## src/hw/rtl/rrfc_pkg.sv

```systemverilog
package rrfc_pkg;

  // Longest legal frame, in bytes, and the width of the byte position counter.
  localparam int MAX_FRAME = 32;
  localparam int POS_W     = $clog2(MAX_FRAME);

  // Frame layout constants.
  localparam logic [7:0] HEADER_BYTE     = 8'h01;
  localparam logic [7:0] CMD_ECHO_DEFAULT = 8'hA1;
  localparam logic [7:0] MIN_FRAME       = 8'd6;
  localparam logic [7:0] PAYLOAD_START   = 8'd5;
  localparam logic [4:0] PAYLOAD_LIMIT   = 5'd16;
  localparam logic [4:0] PAYLOAD_DEFAULT = 5'd6;

  // Configuration register indexes.
  localparam int CFG_IDX_W = 2;
  localparam logic [CFG_IDX_W-1:0] CFG_EXPECTED_COMMAND = 2'd0;
  localparam logic [CFG_IDX_W-1:0] CFG_PAYLOAD_COUNT    = 2'd1;

  // Verdict codes.
  localparam logic [2:0] VERDICT_OK         = 3'd0;
  localparam logic [2:0] VERDICT_CHECKSUM   = 3'd1;
  localparam logic [2:0] VERDICT_STATUS     = 3'd2;
  localparam logic [2:0] VERDICT_MISMATCH   = 3'd3;
  localparam logic [2:0] VERDICT_BAD_LENGTH = 3'd4;

  // Per-frame parser state.
  typedef struct packed {
    logic [POS_W-1:0] pos;
    logic [7:0]       frame_length;
    logic [7:0]       running_xor;
    logic [7:0]       card_status;
    logic             header_command_ok;
  } state_t;

  // Configuration register contents.
  typedef struct packed {
    logic [7:0] expected_command;
    logic [4:0] payload_count;
  } cfg_t;

  // One result item.
  typedef struct packed {
    logic       is_verdict;
    logic [7:0] data_byte;
    logic [3:0] payload_index;
    logic [2:0] verdict;
  } result_t;

endpackage

```

## src/hw/rtl/rrfc_in_if.sv

```systemverilog
interface rrfc_in_if;
  logic       valid;
  logic       ready;
  logic [7:0] rx_byte;

  modport source (output valid, output rx_byte, input ready);
  modport sink (input valid, input rx_byte, output ready);
endinterface

```

## src/hw/rtl/rrfc_out_if.sv

```systemverilog
interface rrfc_out_if;
  logic       valid;
  logic       ready;
  logic       is_verdict;
  logic [7:0] data_byte;
  logic [3:0] payload_index;
  logic [2:0] verdict;

  modport source (output valid, output is_verdict, output data_byte,
                  output payload_index, output verdict, input ready);
  modport sink (input valid, input is_verdict, input data_byte,
                input payload_index, input verdict, output ready);
endinterface

```

## src/hw/rtl/rrfc_cfg_if.sv

```systemverilog
interface rrfc_cfg_if;
  logic                          valid;
  logic                          ready;
  logic [rrfc_pkg::CFG_IDX_W-1:0] index;
  logic [7:0]                    data;

  modport source (output valid, output index, output data, input ready);
  modport sink (input valid, input index, input data, output ready);
endinterface

```

## src/hw/rtl/rrfc_step.sv

```systemverilog
module rrfc_step (
  input  rrfc_pkg::state_t  state,
  input  rrfc_pkg::cfg_t    cfg,
  input  logic [7:0]        rx_byte,
  output rrfc_pkg::state_t  state_next,
  output logic              has_result,
  output rrfc_pkg::result_t result
);
  import rrfc_pkg::*;

  logic [4:0] payload_used;
  logic [7:0] pos8;
  logic       last_byte;
  logic       restart;

  // Clamp the payload count and widen the position for byte-wide compares.
  assign payload_used = (cfg.payload_count > PAYLOAD_LIMIT) ? PAYLOAD_LIMIT
                                                            : cfg.payload_count;
  assign pos8      = 8'(state.pos);
  assign last_byte = (pos8 + 8'd1) == state.frame_length;

  // One frame byte: update the parser state and form at most one result.
  always_comb begin
    state_next = state;
    has_result = 1'b0;
    result     = '0;
    restart    = 1'b0;

    if (pos8 == 8'd0) begin
      state_next.header_command_ok = (rx_byte == HEADER_BYTE);
    end else if (pos8 == 8'd1) begin
      if (rx_byte < MIN_FRAME || rx_byte > 8'(MAX_FRAME)) begin
        restart           = 1'b1;
        has_result        = 1'b1;
        result.is_verdict = 1'b1;
        result.verdict    = VERDICT_BAD_LENGTH;
      end else begin
        state_next.frame_length = rx_byte;
      end
    end else if (last_byte) begin
      restart           = 1'b1;
      has_result        = 1'b1;
      result.is_verdict = 1'b1;
      if (state.frame_length < MIN_FRAME + 8'(payload_used)) begin
        result.verdict = VERDICT_BAD_LENGTH;
      end else if (rx_byte != ~state.running_xor) begin
        result.verdict = VERDICT_CHECKSUM;
      end else if (state.card_status != 8'd0) begin
        result.verdict = VERDICT_STATUS;
      end else if (!state.header_command_ok) begin
        result.verdict = VERDICT_MISMATCH;
      end else begin
        result.verdict = VERDICT_OK;
      end
    end else if (pos8 == 8'd2) begin
      if (rx_byte != cfg.expected_command) begin
        state_next.header_command_ok = 1'b0;
      end
    end else if (pos8 == 8'd4) begin
      state_next.card_status = rx_byte;
    end

    if (restart) begin
      state_next = '0;
    end else begin
      state_next.running_xor = state.running_xor ^ rx_byte;
      state_next.pos         = state.pos + POS_W'(1);
      // Payload bytes are passed out as they arrive.
      if (pos8 >= PAYLOAD_START && pos8 < PAYLOAD_START + 8'(payload_used)) begin
        has_result           = 1'b1;
        result.data_byte     = rx_byte;
        result.payload_index = 4'(pos8 - PAYLOAD_START);
      end
    end
  end

endmodule

```

## src/hw/rtl/rrfc_out_buf.sv

```systemverilog
module rrfc_out_buf (
  input  logic              clk,
  input  logic              rst,
  input  logic              push,
  input  rrfc_pkg::result_t push_data,
  output logic              space,
  rrfc_out_if.source        rsp
);
  import rrfc_pkg::*;

  logic    main_valid;
  logic    skid_valid;
  result_t main_data;
  result_t skid_data;
  logic    pop;

  assign pop   = main_valid && rsp.ready;
  assign space = !skid_valid;

  // Output register with one skid entry behind it.
  always_ff @(posedge clk) begin
    if (rst) begin
      main_valid <= 1'b0;
      skid_valid <= 1'b0;
    end else if (skid_valid) begin
      if (pop) begin
        main_data  <= skid_data;
        skid_valid <= 1'b0;
      end
    end else if (push) begin
      if (main_valid && !pop) begin
        skid_data  <= push_data;
        skid_valid <= 1'b1;
      end else begin
        main_data  <= push_data;
        main_valid <= 1'b1;
      end
    end else if (pop) begin
      main_valid <= 1'b0;
    end
  end

  assign rsp.valid         = main_valid;
  assign rsp.is_verdict    = main_data.is_verdict;
  assign rsp.data_byte     = main_data.data_byte;
  assign rsp.payload_index = main_data.payload_index;
  assign rsp.verdict       = main_data.verdict;

endmodule

```

## src/hw/rtl/reader_response_frame_checker_core.sv

```systemverilog
// Reader response frame checker. Takes one received byte per beat on rx and
// returns payload bytes and one end-of-frame verdict per frame on rsp. Every
// byte is handled in the cycle it is accepted, so the block takes one byte
// per clock while rx.ready is high; each result is registered in the output
// buffer before it appears on rsp. A two-entry output buffer (output register
// plus skid entry) lets input continue while a result waits; rx.ready drops
// only when both entries are full. Configuration writes on cfg are always
// taken and should be made while no frame is in progress.
module reader_response_frame_checker_core (
  input  logic       clk,
  input  logic       rst,
  rrfc_in_if.sink    rx,
  rrfc_out_if.source rsp,
  rrfc_cfg_if.sink   cfg
);
  import rrfc_pkg::*;

  state_t  state;
  state_t  state_next;
  cfg_t    regs;
  logic    has_result;
  result_t result;
  logic    space;
  logic    rx_fire;

  assign rx.ready  = space;
  assign rx_fire   = rx.valid && rx.ready;
  assign cfg.ready = 1'b1;

  // Configuration registers.
  always_ff @(posedge clk) begin
    if (rst) begin
      regs.expected_command <= CMD_ECHO_DEFAULT;
      regs.payload_count    <= PAYLOAD_DEFAULT;
    end else if (cfg.valid) begin
      case (cfg.index)
        CFG_EXPECTED_COMMAND: regs.expected_command <= cfg.data;
        CFG_PAYLOAD_COUNT:    regs.payload_count    <= cfg.data[4:0];
        default: ;
      endcase
    end
  end

  // Parser state advances on every accepted byte.
  always_ff @(posedge clk) begin
    if (rst) begin
      state <= '0;
    end else if (rx_fire) begin
      state <= state_next;
    end
  end

  rrfc_step u_step (
    .state      (state),
    .cfg        (regs),
    .rx_byte    (rx.rx_byte),
    .state_next (state_next),
    .has_result (has_result),
    .result     (result)
  );

  rrfc_out_buf u_out_buf (
    .clk       (clk),
    .rst       (rst),
    .push      (rx_fire && has_result),
    .push_data (result),
    .space     (space),
    .rsp       (rsp)
  );

  // A verdict always sends the parser back to the frame header.
  a_verdict_restarts: assert property (@(posedge clk) disable iff (rst)
    rx_fire && has_result && result.is_verdict |=> state.pos == '0)
    else $error("parser did not restart after a verdict");

  // Input is held off only while a result is waiting at the output.
  a_stall_has_output: assert property (@(posedge clk) disable iff (rst)
    !rx.ready |-> rsp.valid)
    else $error("input stalled with empty output");

  // The byte position never reaches the maximum frame length.
  a_pos_in_range: assert property (@(posedge clk) disable iff (rst)
    32'(state.pos) < MAX_FRAME)
    else $error("byte position out of range");

endmodule

```

## src/flat_wrapper.sv

```systemverilog
// flat-port wrapper written by rule: the top's interface ports become plain ports
module reader_response_frame_checker_core_flat import rrfc_pkg::*;
  (clk, rst, rx_valid, rx_rx_byte, rx_ready, rsp_valid, rsp_is_verdict, rsp_data_byte, rsp_payload_index, rsp_verdict, rsp_ready, cfg_valid, cfg_index, cfg_data, cfg_ready);
  rrfc_in_if rx_i ();
  rrfc_out_if rsp_i ();
  rrfc_cfg_if cfg_i ();
  input  logic clk;
  input  logic rst;
  input wire logic [$bits(rx_i.valid)-1:0] rx_valid;
  input wire logic [$bits(rx_i.rx_byte)-1:0] rx_rx_byte;
  output wire logic [$bits(rx_i.ready)-1:0] rx_ready;
  output wire logic [$bits(rsp_i.valid)-1:0] rsp_valid;
  output wire logic [$bits(rsp_i.is_verdict)-1:0] rsp_is_verdict;
  output wire logic [$bits(rsp_i.data_byte)-1:0] rsp_data_byte;
  output wire logic [$bits(rsp_i.payload_index)-1:0] rsp_payload_index;
  output wire logic [$bits(rsp_i.verdict)-1:0] rsp_verdict;
  input wire logic [$bits(rsp_i.ready)-1:0] rsp_ready;
  input wire logic [$bits(cfg_i.valid)-1:0] cfg_valid;
  input wire logic [$bits(cfg_i.index)-1:0] cfg_index;
  input wire logic [$bits(cfg_i.data)-1:0] cfg_data;
  output wire logic [$bits(cfg_i.ready)-1:0] cfg_ready;
  assign rx_i.valid = rx_valid;
  assign rx_i.rx_byte = rx_rx_byte;
  assign rx_ready = rx_i.ready;
  assign rsp_valid = rsp_i.valid;
  assign rsp_is_verdict = rsp_i.is_verdict;
  assign rsp_data_byte = rsp_i.data_byte;
  assign rsp_payload_index = rsp_i.payload_index;
  assign rsp_verdict = rsp_i.verdict;
  assign rsp_i.ready = rsp_ready;
  assign cfg_i.valid = cfg_valid;
  assign cfg_i.index = cfg_index;
  assign cfg_i.data = cfg_data;
  assign cfg_ready = cfg_i.ready;
  reader_response_frame_checker_core u_core (.clk(clk), .rst(rst), .rx(rx_i), .rsp(rsp_i), .cfg(cfg_i));
endmodule
```

## config.mk

```make
export PLATFORM = sky130hd
export DESIGN_NAME = reader_response_frame_checker_core_flat
export DESIGN_NICKNAME = d
export VERILOG_FILES = /design/src/hw/rtl/rrfc_pkg.sv /design/src/hw/rtl/rrfc_in_if.sv /design/src/hw/rtl/rrfc_out_if.sv /design/src/hw/rtl/rrfc_cfg_if.sv /design/src/hw/rtl/rrfc_step.sv /design/src/hw/rtl/rrfc_out_buf.sv /design/src/hw/rtl/reader_response_frame_checker_core.sv /design/src/flat_wrapper.sv
export SDC_FILE = /design/constraint.sdc
export NUM_CORES = 1
export LEC_CHECK = 0
export BUFFER_PORTS_ARGS = -buffer_cell sky130_fd_sc_hd__buf_4
export CORE_MARGIN = 8
export CORE_UTILIZATION = 43
export DETAILED_ROUTE_END_ITERATION = 8
export GPL_TIMING_DRIVEN = 1
export SYNTH_ARGS = -nofsm -noshare
export SYNTH_HDL_FRONTEND = slang
export SYNTH_HIERARCHICAL = 1
export SYNTH_SLANG_ARGS = --single-unit
```

## constraint.sdc

```tcl
create_clock -name clk -period 14.16 [get_ports clk]
set_input_delay 3.54 -clock clk [delete_from_list [all_inputs] [get_ports clk]]
set_output_delay 3.54 -clock clk [all_outputs]
set_load 0.05 [all_outputs]
```

==> results.yml <==
clock_tree:
  clk_pin_slew_ns: 0.08
  numCtsBuffers: 9
  clock_sinks: 77
  cts_setup_buffers: 0
  cts_tree: "done"
  clk_latency_ns: 0.35
  cts_hold_buf: 0
  cts-resized-gates: 0
  cts_max_level: 3
  root_buffer: "clkbuf_8"
  clockBufferDepth: 2
cells_and_area:
  final_common_cell: "dfxtp_1"
  drive_gt1_share_pct: 23.8
  finalNetCount: 510
  layout_common_cells: "dfxtp_1, buf_4, nand3_1"
  diodes: 0
  num-fill-cells: 970
  regArea_um2: 1860
  multi_input_area_um2: 2460
  syn_to_final_growth_pct: 9.79
drt:
  initialDrtViolationCount: 136
  dr.pass1.iters: 4
  routed.top_layer: "met4"
  dr_wl_met3_um: 486
  ant_nets: 0
  drcViolationCount: 0
  totalWireLength_um: 9640
  viasPerCell: 5.41
  wl_met2_um: 4360
  wl_per_cell_um: 15.8
  met1_length_um: 4650
  vias: 3307
setup_path:
  arrival_ns: 6.28
  rrSetupSlack_ns: 10.16
  critical_path.slowest_cell: "and2_1"
  start_kind: "primary input"
  rr_worst_depth: 12
  slowest_delay_ns: 0.65
  critPathBufInv: 2
  endpoint_kind: "flop"
  crit_cells: 11
  timing.rr.start: "u_core/state[25]$_SDFFE_PP0P_"
  cp.required_ns: 14.20
  critPathTopFamily: "simple AND/OR/NAND/NOR gates"
  path_class: "in2reg"
  timing.critical_path.cells: "buf_4 > nor2_1 > nor4b_1 > o32ai_1 > nand2_1 > and2_1 > o21bai_1 > and3_1 > nand2b_1 > nor4b_2 > buf_4"
  critical_path.max_fanout: 18
  cp_common_cell: "buf_4"
  regToRegEndpoint: "u_core/u_out_buf/skid_data[0]$_DFFE_PP_"
run_status:
  status: "completed"
sta:
  hold_slack_ns: 0.501
  period_minus_slack_ns: 6.23
  tns_ns: 0
  timing.final.max_slew_violations: 0
  finalHoldViolations: 0
  grt_setup_unrepaired: "no"
  setup_viol: 0
  tightest_slew_ns: 0.839
  finalClockSkew_ns: 0.0119
  finalCritPeriodShare_pct: 44.0
  max_freq_mhz: 160
  worst_slack_ns: 7.93
  slew_headroom_pct: 44.0
job:
  drv_cap: 0
hold_path:
  min-delay-start: "u_core/regs[7]$_SDFFE_PP0P_"
  min_path_cells: 2
  whs_endpoint: "u_core/regs[7]$_SDFFE_PP0P_"
  hold_class: "reg2reg"
placed_design:
  gp_congestion: 0.840
  dpl.hpwl_um: 6740
  dp_slack_ns: 7.59
  io_buffers: 40
logic_synthesis:
  syn_inst: 455
  ys_seq_area_share_pct: 40.6
  synth_top_family_by_area: "compound AO/OA/AOI/OAI gates"
  synth_top_area_cell: "edfxtp_1"
  synthAdderAreaFrac_pct: 4.64
  synth-compound-area-share_pct: 17.2
  yosys.area_share.simple_pct: 16.8
  synth_edf_count: 32
  syn_area_um2: 4590
  synthXorXnorAreaFrac_pct: 6.05
  muxShareOfSynthArea_pct: 8.51
  synth_top_area_share_pct: 20.9
  ys_seq_elements: 77
  synth-main-ff-cell: "dfxtp_1"
  ys_types: 52
  synthArstFlopShare_pct: 0
  synth_warnings: 6
  syn_nets: 495
  syn-mean-instance-area_um2: 10.1
  synth_area_leaders: "edfxtp_1, dfxtp_1, a21bo_2"
power:
  p_per_area_nw_per_um2: 93.0
  vdd_ir_drop_max_uv: 43.1
  fin_total_pwr_mw: 0.468
  p_leak_nw: 1.98
grt:
  antenna_found_initial: 0
  grt_pass1_vias: 3164
  grt_max_degree: 62
  grt_pass1_wl_um: 15900
  overflow: 0
  track_usage_pct: 13.5
floorplanning:
  chipHeight_um: 119
  num_io_pins: 42
  core_um2: 10300
  dieArea_um2: 14200
  rows: 37
  start_util_pct: 44.4
  die_w_um: 119
==> layer usage <==
| layer | vias to the layer above | global-route usage [%] |
|---|---|---|
| met2 | 74 | 20.7 |
| li1 | 1642 | - |
| met4 | 0 | 4.45 |
| met3 | 10 | 3.87 |
| met5 | - | 0 |
| met1 | 1581 | 17.9 |
==> cell families after synthesis <==
family          count (synthesis)
other cells                     2
buf+inv                        46
simple gates                  142
xor+xnor                       30
fa+ha+maj                      17
flops                          77
mux                            37
compound gates                104
==> Yosys cell counts (2+ instances only) <==
| master | number |
|---|---|
| dfxtp_1 | 45 |
| nand3_1 | 37 |
| a21oi_1 | 35 |
| edfxtp_1 | 32 |
| nor2_1 | 32 |
| a21bo_2 | 25 |
| buf_2 | 22 |
| mux2i_1 | 21 |
| xor2_1 | 21 |
| nand2b_1 | 19 |
| ha_1 | 17 |
| and2_1 | 16 |
| mux2_2 | 16 |
| nand2_1 | 10 |
| a21boi_0 | 8 |
| xnor2_1 | 8 |
| buf_6 | 7 |
| inv_1 | 7 |
| a22o_1 | 6 |
| buf_4 | 6 |
| nor4_1 | 6 |
| o21ai_0 | 6 |
| a21bo_1 | 5 |
| nor2b_1 | 5 |
| clkbuf_1 | 4 |
| a211oi_1 | 3 |
| nand4_1 | 3 |
| o21a_1 | 3 |
| a21o_1 | 2 |
| a221oi_2 | 2 |
| and3_1 | 2 |
| conb_1 | 2 |
| nor3_1 | 2 |
| nor4b_1 | 2 |
==> worst max path at each step <==
stage	endpoint	start
final	u_core/u_out_buf/skid_data[0]$_DFFE_PP_	rx_rx_byte[3]
after global routing	u_core/u_out_buf/skid_data[13]$_DFFE_PP_	rx_rx_byte[3]
after CTS	u_core/u_out_buf/skid_data[3]$_DFFE_PP_	rx_rx_byte[3]
after detailed placement	u_core/u_out_buf/skid_data[15]$_DFFE_PP_	rx_rx_byte[3]
after global placement	u_core/u_out_buf/skid_data[15]$_DFFE_PP_	rx_rx_byte[3]
after floorplan	u_core/u_out_buf/skid_data[0]$_DFFE_PP_	rx_rx_byte[3]
==> sequential cells by signal, indices dropped and copies added, names as in the netlist, 3 cells and up <==
register / count
u_core/u_out_buf/skid_data: 16
u_core/u_out_buf/rsp.payload_index: 4
u_core/u_out_buf/rsp.verdict: 3
u_core/regs: 13
u_core/u_out_buf/rsp.data_byte: 8
u_core/state: 30
==> final cells by class <==
type	instances	share of cell area (%)
repair buffers	43	6.41
well taps	136	3.38
flip-flops and latches	77	37.0
multi-input cells	332	48.8
clock buffers	9	2.46
inverters	7	0.522
clock inverters	7	1.49
==> through the flow <==
step	area [µm²]	util, %	instances
finish	5040	48.8	611
detailed placement	4840	46.9	595
global route	5040	48.8	611
CTS	5040	48.8	611
global placement	4840	46.9	595
floorplan	4590	-	455
==> tightest hold or removal path: stages (launching register included) <==
cell	delay [ns]
dfxtp_1	0.33
nand2b_1	0.07
mux2i_1	0.06
==> report_power, final <==
part,internal (mW),switching [mW],leakage (nW)
logic,0.0247,0.0352,1.21
registers,0.235,0.00504,0.677
clock network,0.0819,0.0866,0.0918
(Power assumes the default switching activity.)
